## config.mk

```make
export PLATFORM = sky130hd
export DESIGN_NAME = trbr_scan
export DESIGN_NICKNAME = d
export VERILOG_FILES = /design/src/design/trbr_pkg.sv /design/src/design/trbr_scan.sv
export SDC_FILE = /design/constraint.sdc
export NUM_CORES = 1
export LEC_CHECK = 0
export BUFFER_PORTS_ARGS = -buffer_cell sky130_fd_sc_hd__clkbuf_2
export CORE_UTILIZATION = 57
export DETAILED_ROUTE_END_ITERATION = 7
export HOLD_SLACK_MARGIN = 0.1
export PLACE_DENSITY_LB_ADDON = 0.08
export REMOVE_ABC_BUFFERS = 1
export SLEW_MARGIN = 20
export SYNTH_ARGS = -nofsm -noshare
export SYNTH_HDL_FRONTEND = slang
export SYNTH_SLANG_ARGS = --single-unit
```

## constraint.sdc

```tcl
create_clock -name clock -period 6.1 [get_ports clock]
set_clock_uncertainty 0.05 [all_clocks]
set_input_delay 0.305 -clock clock [delete_from_list [all_inputs] [get_ports clock]]
set_output_delay 0.305 -clock clock [all_outputs]
set_load 0.05 [all_outputs]
```

## src/design/trbr_pkg.sv

```systemverilog
// ----------------------------------------------------------------------------
// trbr_pkg: shared types and constants of the triangle rasterizer
// Item kind codes, vertex slot numbering, color width and default coordinate
// width used by the interfaces and all rasterizer modules.
// ----------------------------------------------------------------------------
`timescale 1ns / 1ps
`default_nettype none

package trbr_pkg;

   localparam int COORD_BITS_DEF = 12;
   localparam int RGB_BITS       = 24;

   // item kind codes
   localparam logic KIND_START = 1'b0;
   localparam logic KIND_STEP  = 1'b1;

   // vertex slots in the vertex store
   localparam int VERT_COUNT = 6;
   localparam int V_AX = 0;
   localparam int V_AY = 1;
   localparam int V_BX = 2;
   localparam int V_BY = 3;
   localparam int V_CX = 4;
   localparam int V_CY = 5;

   // control flags of a position travelling down the pipeline
   typedef struct packed {
      logic active;
      logic last;
   } trbr_flags_type;

endpackage

`default_nettype wire

```

## src/design/trbr_scan.sv

```systemverilog
// ----------------------------------------------------------------------------
// trbr_scan: bounding-box scan sequencer
// Holds the triangle, its bounding box and the scan position; on each accepted
// item picks the position to emit and loads it into the position stage.
// ----------------------------------------------------------------------------
`timescale 1ns / 1ps
`default_nettype none

module trbr_scan import trbr_pkg::*; #(
   parameter int COORD_BITS = COORD_BITS_DEF
) (
   input  logic                         clock,
   input  logic                         reset,
   input  logic                         load,
   input  logic                         advance,
   input  logic                         kind,
   input  logic signed [COORD_BITS-1:0] ax,
   input  logic signed [COORD_BITS-1:0] ay,
   input  logic signed [COORD_BITS-1:0] bx,
   input  logic signed [COORD_BITS-1:0] by,
   input  logic signed [COORD_BITS-1:0] cx,
   input  logic signed [COORD_BITS-1:0] cy,
   input  logic [RGB_BITS-1:0]          rgb,
   output logic                         stage_valid,
   output trbr_flags_type               stage_flags,
   output logic signed [COORD_BITS-1:0] stage_x,
   output logic signed [COORD_BITS-1:0] stage_y,
   output logic signed [COORD_BITS-1:0] stage_vert [VERT_COUNT],
   output logic [RGB_BITS-1:0]          stage_rgb
);

   // triangle and scan state
   logic signed [COORD_BITS-1:0] vert_ff [VERT_COUNT];
   logic [RGB_BITS-1:0]          rgb_ff;
   logic signed [COORD_BITS-1:0] min_y_ff, min_y_in;
   logic signed [COORD_BITS-1:0] max_x_ff, max_x_in;
   logic signed [COORD_BITS-1:0] max_y_ff, max_y_in;
   logic signed [COORD_BITS-1:0] scan_x_ff, scan_x_in;
   logic signed [COORD_BITS-1:0] scan_y_ff, scan_y_in;
   logic                         scanning_ff, scanning_in;

   // position stage
   logic                         valid_ff;
   trbr_flags_type               flags_ff, flags_in;
   logic signed [COORD_BITS-1:0] x_ff, y_ff;
   logic signed [COORD_BITS-1:0] vs_ff [VERT_COUNT];
   logic [RGB_BITS-1:0]          srgb_ff, srgb_in;

   logic signed [COORD_BITS-1:0] new_min_x, new_max_x, new_min_y, new_max_y;
   logic signed [COORD_BITS-1:0] lo_ab_x, hi_ab_x, lo_ab_y, hi_ab_y;
   logic                         y_wrap;
   logic                         is_start;

   assign is_start = (kind == KIND_START);

   // bounding box of the incoming triangle
   always_comb begin
      lo_ab_x   = (ax < bx) ? ax : bx;
      hi_ab_x   = (ax > bx) ? ax : bx;
      lo_ab_y   = (ay < by) ? ay : by;
      hi_ab_y   = (ay > by) ? ay : by;
      new_min_x = (lo_ab_x < cx) ? lo_ab_x : cx;
      new_max_x = (hi_ab_x > cx) ? hi_ab_x : cx;
      new_min_y = (lo_ab_y < cy) ? lo_ab_y : cy;
      new_max_y = (hi_ab_y > cy) ? hi_ab_y : cy;
   end

   assign y_wrap = !(scan_y_ff < max_y_ff);

   always_comb begin
      min_y_in    = min_y_ff;
      max_x_in    = max_x_ff;
      max_y_in    = max_y_ff;
      scan_x_in   = scan_x_ff;
      scan_y_in   = scan_y_ff;
      scanning_in = scanning_ff;
      flags_in    = '0;
      srgb_in     = '0;
      if (is_start) begin
         min_y_in  = new_min_y;
         max_x_in  = new_max_x;
         max_y_in  = new_max_y;
         scan_x_in = new_min_x;
         scan_y_in = new_min_y;
         srgb_in   = rgb;
         flags_in.active = 1'b1;
         flags_in.last   = (new_min_x == new_max_x) && (new_min_y == new_max_y);
         scanning_in     = !flags_in.last;
      end else if (scanning_ff) begin
         // column scan: y fastest; at max y wrap to min y and step x
         if (y_wrap) begin
            scan_y_in = min_y_ff;
            scan_x_in = scan_x_ff + COORD_BITS'(1);
         end else begin
            scan_y_in = scan_y_ff + COORD_BITS'(1);
         end
         srgb_in         = rgb_ff;
         flags_in.active = 1'b1;
         flags_in.last   = (scan_x_in == max_x_ff) && (scan_y_in == max_y_ff);
         scanning_in     = !flags_in.last;
      end
   end

   always_ff @(posedge clock) begin
      if (reset) begin
         min_y_ff    <= '0;
         max_x_ff    <= '0;
         max_y_ff    <= '0;
         scan_x_ff   <= '0;
         scan_y_ff   <= '0;
         scanning_ff <= 1'b0;
         valid_ff    <= 1'b0;
      end else begin
         if (load) begin
            min_y_ff    <= min_y_in;
            max_x_ff    <= max_x_in;
            max_y_ff    <= max_y_in;
            scan_x_ff   <= scan_x_in;
            scan_y_ff   <= scan_y_in;
            scanning_ff <= scanning_in;
            valid_ff    <= 1'b1;
         end else if (advance) begin
            valid_ff <= 1'b0;
         end
      end
   end

   // triangle store and position stage payload
   always_ff @(posedge clock) begin
      if (load) begin
         if (is_start) begin
            vert_ff[V_AX] <= ax;
            vert_ff[V_AY] <= ay;
            vert_ff[V_BX] <= bx;
            vert_ff[V_BY] <= by;
            vert_ff[V_CX] <= cx;
            vert_ff[V_CY] <= cy;
            rgb_ff        <= rgb;
            vs_ff[V_AX]   <= ax;
            vs_ff[V_AY]   <= ay;
            vs_ff[V_BX]   <= bx;
            vs_ff[V_BY]   <= by;
            vs_ff[V_CX]   <= cx;
            vs_ff[V_CY]   <= cy;
         end else begin
            vs_ff <= vert_ff;
         end
         flags_ff <= flags_in;
         srgb_ff  <= srgb_in;
         x_ff     <= flags_in.active ? scan_x_in : '0;
         y_ff     <= flags_in.active ? scan_y_in : '0;
      end
   end

   assign stage_valid = valid_ff;
   assign stage_flags = flags_ff;
   assign stage_x     = x_ff;
   assign stage_y     = y_ff;
   assign stage_vert  = vs_ff;
   assign stage_rgb   = srgb_ff;

endmodule

`default_nettype wire

```

# After elaboration in Yosys (flattened, before gate mapping)
# Index checks and enable logic that the tools add are counted.
[totals] input_bits=101 regBits=208 elab_cells=68
[classes] add_sub_neg=2 reduce_logical=6 magnitude_cmp=9 muxes=27 n_bitwise=1 n_eq_ne=4
[ops] op="$mux 12" count=18
[ops] op="$mux 72" count=1
[ops] op="$lt 12x12->1" count=5
[ops] op="$eq 12x12->1" count=4
[ops] op="$gt 12x12->1" count=4
[ops] op="$mux 24" count=2
[ops] op="$add 12x2->12 const B" count=2
[ops] op="$mux 1" count=4
[ops] op="$mux 2" count=2
[ops] op="$logic_and 1x1->1" count=2
[ops] op="$logic_not 1->1" count=2
[ops] op="$reduce_and 2->1" count=1
[ops] op="$reduce_bool 2->1" count=1
[ops] op="$not 1->1" count=1

# Logic depth before layout (Yosys ltp)
# Gate-level depths: netlist of the first run.
[depth] depth_word=9 mapped_depth=24

# Worst setup path after synthesis of the first run
# Ideal clock, no wire load.
[synth_timing] path_kind="input port to flip-flop" start="in by[11]" end="reg flags_ff (netlist bit stage_flags[0]), data pin" setup_slack_ns=0.956 setup_ns=0.129 required_time_ns=5.921 path_buffers=2 arrival_time_ns=4.965 cell_stages=21 cell_sequence="inv_1 -> ha_1 -> nand4_1 -> o21ba_1 -> a211oi_2 -> a21o_1 -> buf_2 -> buf_2 -> o21ai_0 -> ha_1 -> nand3_1 -> or4_1 -> a21o_1 -> a211o_1 -> a221oi_4 -> nor2_4 -> mux2_2 -> xnor2_1 -> a2111oi_0 -> and4bb_1 -> a21o_1"
[synth_rtl] item="start, declared" line="trbr_scan.sv:20" source="input logic signed [COORD_BITS-1:0] by,"
[synth_rtl] item="end signal, assigned" line="trbr_scan.sv:148" source="flags_ff <= flags_in;"
[synth_rtl] item="end, declared" line="trbr_scan.sv:44" source="trbr_flags_type flags_ff, flags_in;"

==> results of run 1 <==
path summary, 6_finish.rpt:
check / depth (start not counted) / end / slack [ns]
min reg2reg: 2 / max_y_ff[11]$_SDFFE_PP0P_ / 0.41
min: 3 / max_y_ff[7]$_SDFFE_PP0P_ / 0.33
max: 22 / stage_flags[0]$_DFFE_PP_ / 0.16
max reg2reg: 13 / stage_flags[0]$_DFFE_PP_ / 1.93
kinds of logic (layout without fill, tap and decap cells):
kind of cell | count (synthesis) | after routing | share of synthesized area [%]
multiplexers | 80 | 80 | 7.04
AND/OR/NAND/NOR | 330 | 330 | 13.0
flip-flops | 208 | 208 | 46.6
AO/OA/AOI/OAI | 286 | 286 | 16.1
buffers and inverters | 135 | 475 | 4.41
adder cells (fa/ha/maj) | 83 | 83 | 8.61
XOR/XNOR | 50 | 50 | 4.23
state kept, by name (all words and copies together) (netlist names), 2 cells and up:
| signal | cells |
|---|---|
| scan_y_ff | 12 |
| stage_vert | 72 |
| min_y_ff | 12 |
| max_y_ff | 12 |
| stage_rgb | 24 |
| stage_flags | 2 |
| stage_y | 12 |
| stage_x | 12 |
| rgb_ff | 24 |
| max_x_ff | 12 |
| scan_x_ff | 12 |
worst max-delay path: stages:
cell           delay [ns]
dlygate4sd3_1        0.54
clkbuf_2             0.13
ha_1                 0.31
nand4_1              0.12
o21ba_1              0.24
a211oi_2             0.38
a21o_2               0.32
buf_4                0.23
o21ai_0              0.20
ha_1                 0.39
nand3_1              0.12
or4_1                0.55
a21o_1               0.18
a211o_1              0.29
a221oi_4             0.42
nor2_4               0.13
buf_4                0.16
mux2i_1              0.18
a2111oi_0            0.48
nand4_1              0.18
and4bb_1             0.31
a21o_1               0.12
cells in the final DEF, fill, tap and decap left out, drive strengths merged, types with 6 or more instances in the layout:
cell type,instances
xor2,13
inv,86
nor3,24
dlygate4sd3,97
mux2,36
a2111oi,6
nor4,10
nand2b,12
edfxtp,146
xnor2,32
and4,7
buf,29
nand2,75
a21oi,80
a211oi,20
nand3,24
nand4,21
o21a,8
and3,6
or3,6
a21o,12
a22oi,22
o22ai,15
clkbuf,257
o21ai,46
dfxtp,62
nor2,122
o211ai,7
mux2i,44
a22o,26
ha,83
metal layers:
metal / part of all wire [%] / vias up / global-route usage (%) / wire (um)
met5: 0 / - / 0 / 0
met1: 42 / 5056 / 41.8 / 14500
met3: 6.3 / 68 / 3.18 / 2180
li1: - / 5011 / - / -
met2: 49 / 449 / 54.7 / 16800
met4: 2.8 / 0 / 10.0 / 948
metrics by stage:
step	power [mW]	hold slack [ns]
detailed placement	3.17	0.407
finish	4.63	0.333
global placement	3.15	0.396
CTS	4.60	0.331
global route	4.84	0.367
floorplan	2.72	0.324
power by group through the flow:
stage,clock (mW),sequential [mW],combinational (mW)
after floorplan,0,1.94,0.786
after global placement,0,1.72,1.43
after detailed placement,0,1.73,1.44
after CTS,1.40,1.70,1.50
after global routing,1.46,1.71,1.67
final,1.38,1.70,1.55
area by class of cell:
| class | instances | area (sq um) |
|---|---|---|
| Clock buffer | 35 | 651 |
| Clock inverter | 7 | 103 |
| Fill cell | 1447 | 5170 |
| Inverter | 85 | 322 |
| Multi-Input combinational cell | 829 | 5950 |
| Sequential cell | 208 | 5630 |
| Tap cell | 270 | 338 |
| Timing Repair Buffer | 348 | 2340 |
timing repair:
item                                    CTS  global route
resized for setup                         0             7
endpoints found under the hold margin   121             0
hold buffers                             97             0
endpoints found under the setup margin    0             2
buffers inserted                          0             7
==> flow_summary.toml, run 1 <==
[floorplan]
start_util_pct = 58.9
core_sq_mm = 0.0205
top_level_ports = 224
rows = 52
die_w_um = 147
die_area_sq_mm = 0.0218
die-height_um = 147

[placed_design]
dpl-instance-area_sq_mm = 0.0135
portBuffers = 223
place_congestion = 0.927
dpl.hpwl_um = 24000
place_ws_ns = -0.0809
place_inst = 1636

[finish]
diodes = 0
drive_gt1_share_pct = 22.5
syn_to_final_growth_pct = 27.0
fin_util_pct = 74.8
nNetsFinal = 1679
fin_cells = 1782
design_area_sq_mm = 0.0153

[route]
wire_per_inst_um = 19.3
drtPass1Iterations = 5
antenna_left = 0
drt_iter0_markers = 875
vias = 10600
drc_errors = 0
viasPerCell = 5.94
postRouteWirelength_um = 34500

[cts]
htreeDepth = 1
clk_latency_ns = 0.52
root_buffer = "clkbuf_16"
cts.sinks = 208
cts_buffer_depth = 3
cts_buffers = 23
cts_tree = "yes"
clkTransAtPathRegs_ns = 0.06

[global_route]
overflow = 0
grt_start_max_net_pins = 83
antenna_found_initial = 0
grt_pass1_vias = 9957
grt_pass1_wl_um = 53700
gr-usage-all-layers_pct = 31.6

[synthesis]
synth_common_cells = "146 x edfxtp_1, 121 x nor2_1, 85 x inv_1"
synth_top_cell_area_share_pct = 36.3
synth_largest_area_cell = "edfxtp_1"
ys_warn_count = 0
yosysMostFrequentCell = "edfxtp_1"
synthArstFlopShare_pct = 0
postSynthAreaPerCell_sq_um = 10.3
synth_cells = 1172
synth-seq-cells = 208
synth_area_leaders = "edfxtp_1 36%, dfxtp_1 10%, ha_1 8.6%"
synth_edf_count = 146
yosysUniqueCellTypes = 73
seq_area_frac_synth_pct = 46.6
synthFlopType = "edfxtp_1"
syn_area_sq_mm = 0.0121

[power_and_ir_drop]
p_int_mw = 3.03
ir_drop_mv = 0.255
power.density_mw_per_mm2 = 302
p_sw_share_pct = 34.5
power_switching_mw = 1.60
p_leak_nw = 6.47
pwr-share-comb_pct = 33.5
pwr-share-clk_pct = 29.8
power.share.sequential_pct = 36.7

[setup_path]
arrival_ns = 6.28
crit_start = "ay[10]"
critPathLaunchType = "input pin"
required_ns = 6.44
r2r_start = "max_y_ff[4]$_SDFFE_PP0P_"
critical_path_class = "in -> reg"
crit_fanout = 14
end_kind = "register"

[sta]
hold_viol_final = 0
fin_crit_sh_pct = 97.3
slew_headroom_pct = 34.1
layout_setup_ws_ns = 0.163
worstMarginPinSlew_ns = 0.988
finalSetupTns_ns = 0
fin_crit_ns = 5.94
drv_slew = 0
max_freq_ghz = 0.168
setup_viol = 0

[job]
max-cap-violations = 0

[min_path]
min_from = "reset"
hp-class = "in -> reg"

[outcome]
status = "complete, no violations"
No activity file was read; power rests on OpenSTA's default activity.
==> inputs of run 2 (changes only) <==
Settings changed: ABC_AREA set to 1, CORE_UTILIZATION 57 to 30.
==> flow_summary.toml, run 2 <==
[setup_path]
r2r_slack_ns = 2.53
slowest_delay_ns = 0.70
arrival_ns = 5.74
ff2ff_path_depth = 20
end_kind = "register"
path_common_cell = "nand2_1"
r2r_start = "max_y_ff[11]$_SDFFE_PP0P_"
critical_path_class = "in -> reg"
r2r-end = "scanning_ff$_SDFFE_PP0P_"
critPathLaunchType = "input pin"
required_ns = 6.48
crit_start = "bx[11]"
slowest_stage = "o21ai_2"
crit_fanout = 24

[power_and_ir_drop]
ir_drop_mv = 0.187
p_sw_share_pct = 37.1
power_switching_mw = 1.84
p_int_mw = 3.12
power.density_mw_per_mm2 = 316
pwr-share-comb_pct = 33.7
power.share.sequential_pct = 34.3
p_leak_nw = 7.55
pwr-share-clk_pct = 32.0
power_mw = 4.96

[finish]
mostFrequentLayoutCell = "nand2_1"
nNetsFinal = 1963
drive_gt1_share_pct = 17.5
syn_to_final_growth_pct = 28.5
largest_reg_flops = 72
fill_cells = 4111
diodes = 0
fin_cells = 2323
final_cell_mix = "320 x nand2_1, 262 x inv_1, 222 x clkbuf_2"
fin_util_pct = 39.3

[route]
drt_iter0_markers = 509
viasPerCell = 4.61
antenna_left = 0
postRouteWirelength_um = 36000
wire_per_inst_um = 15.5
drtPass1Iterations = 5
vias = 10700
drc_errors = 0

[synthesis]
ys_warn_count = 0
seq_area_frac_synth_pct = 46.0
synthArstFlopShare_pct = 0
yosysUniqueCellTypes = 37
yosysMostFrequentCell = "nand2_1"
synth_cells = 1471
synth_top_cell_area_share_pct = 35.9
synth_area_leaders = "edfxtp_1 36%, dfxtp_1 10%, nand2_1 9.8%"
postSynthAreaPerCell_sq_um = 8.31
syn_area_sq_mm = 0.0122
synth_edf_count = 146
synth_common_cells = "320 x nand2_1, 264 x inv_1, 161 x o21ai_0"
synth-seq-cells = 208
synth_largest_area_cell = "edfxtp_1"
synthFlopType = "edfxtp_1"

[cts]
cts_tree = "yes"
cts_buffers = 26
cts_buffer_depth = 3
htreeDepth = 1
cts_resized = 0
clk_latency_ns = 0.55
clkTransAtPathRegs_ns = 0.06
cts.sinks = 208
post_cts_buffers = 0
root_buffer = "clkbuf_16"

[sta]
setup_viol = 0
fin_crit_sh_pct = 87.9
hold_viol_final = 0
slew_headroom_pct = 36.7
hold_slack_ns = 0.238
fin_crit_ns = 5.36
drv_slew = 0
max_freq_ghz = 0.187
grt_setup_unrepaired = "no"
worstMarginPinSlew_ns = 0.950

[floorplan]
die-height_um = 204
core_sq_mm = 0.0399
rows = 73
start_util_pct = 30.6
top_level_ports = 224
die_w_um = 204
die_area_sq_mm = 0.0416

[placed_design]
dpl.hpwl_um = 26800
place_inst = 2179
place_congestion = 0.800
portBuffers = 223

[min_path]
hold_end = "stage_flags[0]$_DFFE_PP_"
holdPathStages = 2
hp-class = "in -> reg"
min_from = "kind"

[outcome]
status = "complete, no violations"

[global_route]
antenna_found_initial = 0
overflow = 0
grt_pass1_wl_um = 57200
gr-usage-all-layers_pct = 17.4
grt_start_max_net_pins = 73
grt_pass1_vias = 10700

[job]
max-cap-violations = 0
## run 2: changes by cell type in the layout (fill, tap and decap cells not counted), sizes merged, moves of 19 or more
cell / delta
nand2: +262
inv: +179
o21ai: +124
nand3: +76
nor2: -71
mux2i: -44
mux2: -36
xnor2: -32
a22oi: -22
xor2: +21
o221ai: +19
## run 2: layout make-up
type | instances | area (sq um) | share of cell area [%]
tap | 525 | 657 | 4.18
inverter | 267 | 1000 | 6.38
clock buffer | 34 | 732 | 4.66
timing repair buffer | 330 | 2160 | 13.8
sequential | 208 | 5630 | 35.8
multi-input combinational | 946 | 5370 | 34.2
clock inverter | 13 | 148 | 0.940
## run 2: worst max path at each step
stage	to	slack, ns	cells past startpoint
after floorplan	max_x_ff[2]$_SDFFE_PP0P_	-2.06	5
after global placement	stage_flags[0]$_DFFE_PP_	0.71	26
after detailed placement	scanning_ff$_SDFFE_PP0P_	0.74	27
after CTS	scanning_ff$_SDFFE_PP0P_	0.77	28
after global routing	stage_flags[0]$_DFFE_PP_	0.20	27
final	scanning_ff$_SDFFE_PP0P_	0.74	28
## run 2: cell families (layout without fill, tap and decap cells)
group | count (synthesis) | in the layout | synth area share [%]
buffers and inverters | 317 | 644 | 10.1
adder cells (fa/ha/maj) | 83 | 83 | 8.50
XOR/XNOR | 34 | 34 | 2.44
AND/OR/NAND/NOR | 529 | 529 | 18.8
AO/OA/AOI/OAI | 300 | 300 | 14.1
flip-flops | 208 | 208 | 46.0
## run 2: metal layers
metal	track usage (%)	vias up	part of all wire, %
li1	-	5546	-
met1	23.6	4949	49
met2	29.1	176	46
met3	2.33	46	3.5
met4	4.00	0	1.7
met5	0	-	0
## run 2: timing repair
action,4_1_cts,5_1_grt
hold buffers,97,0
endpoints found under the hold margin,121,0
endpoints found under the setup margin,0,0
## run 2: worst max-delay path: cells and delay by family
kind,cells,cell delay (ns)
AND/OR/NAND/NOR,13,1.80
adder cells (fa/ha/maj),2,0.70
AO/OA/AOI/OAI,9,2.15
buffers and inverters,4,0.79
## run 2: power groups by stage
stage | combinational, mW | clock [mW] | sequential [mW]
2_1_floorplan | 0.915 | 0 | 1.97
3_3_place_gp | 1.63 | 0 | 1.73
3_5_place_dp | 1.64 | 0 | 1.73
4_1_cts | 1.69 | 1.64 | 1.70
5_1_grt | 1.90 | 1.69 | 1.71
6_report | 1.67 | 1.58 | 1.70
## run 2: metrics by stage
| stage | setup TNS, ns | cell area [sq um] | setup slack (ns) |
|---|---|---|---|
| after global placement | 0 | 13900 | 0.705 |
| after CTS | 0 | 15700 | 0.773 |
| final | 0 | 15700 | 0.739 |
| after global routing | 0 | 15700 | 0.202 |
| after floorplan | -61.76 | 12000 | -2.06 |
| after detailed placement | 0 | 13900 | 0.737 |
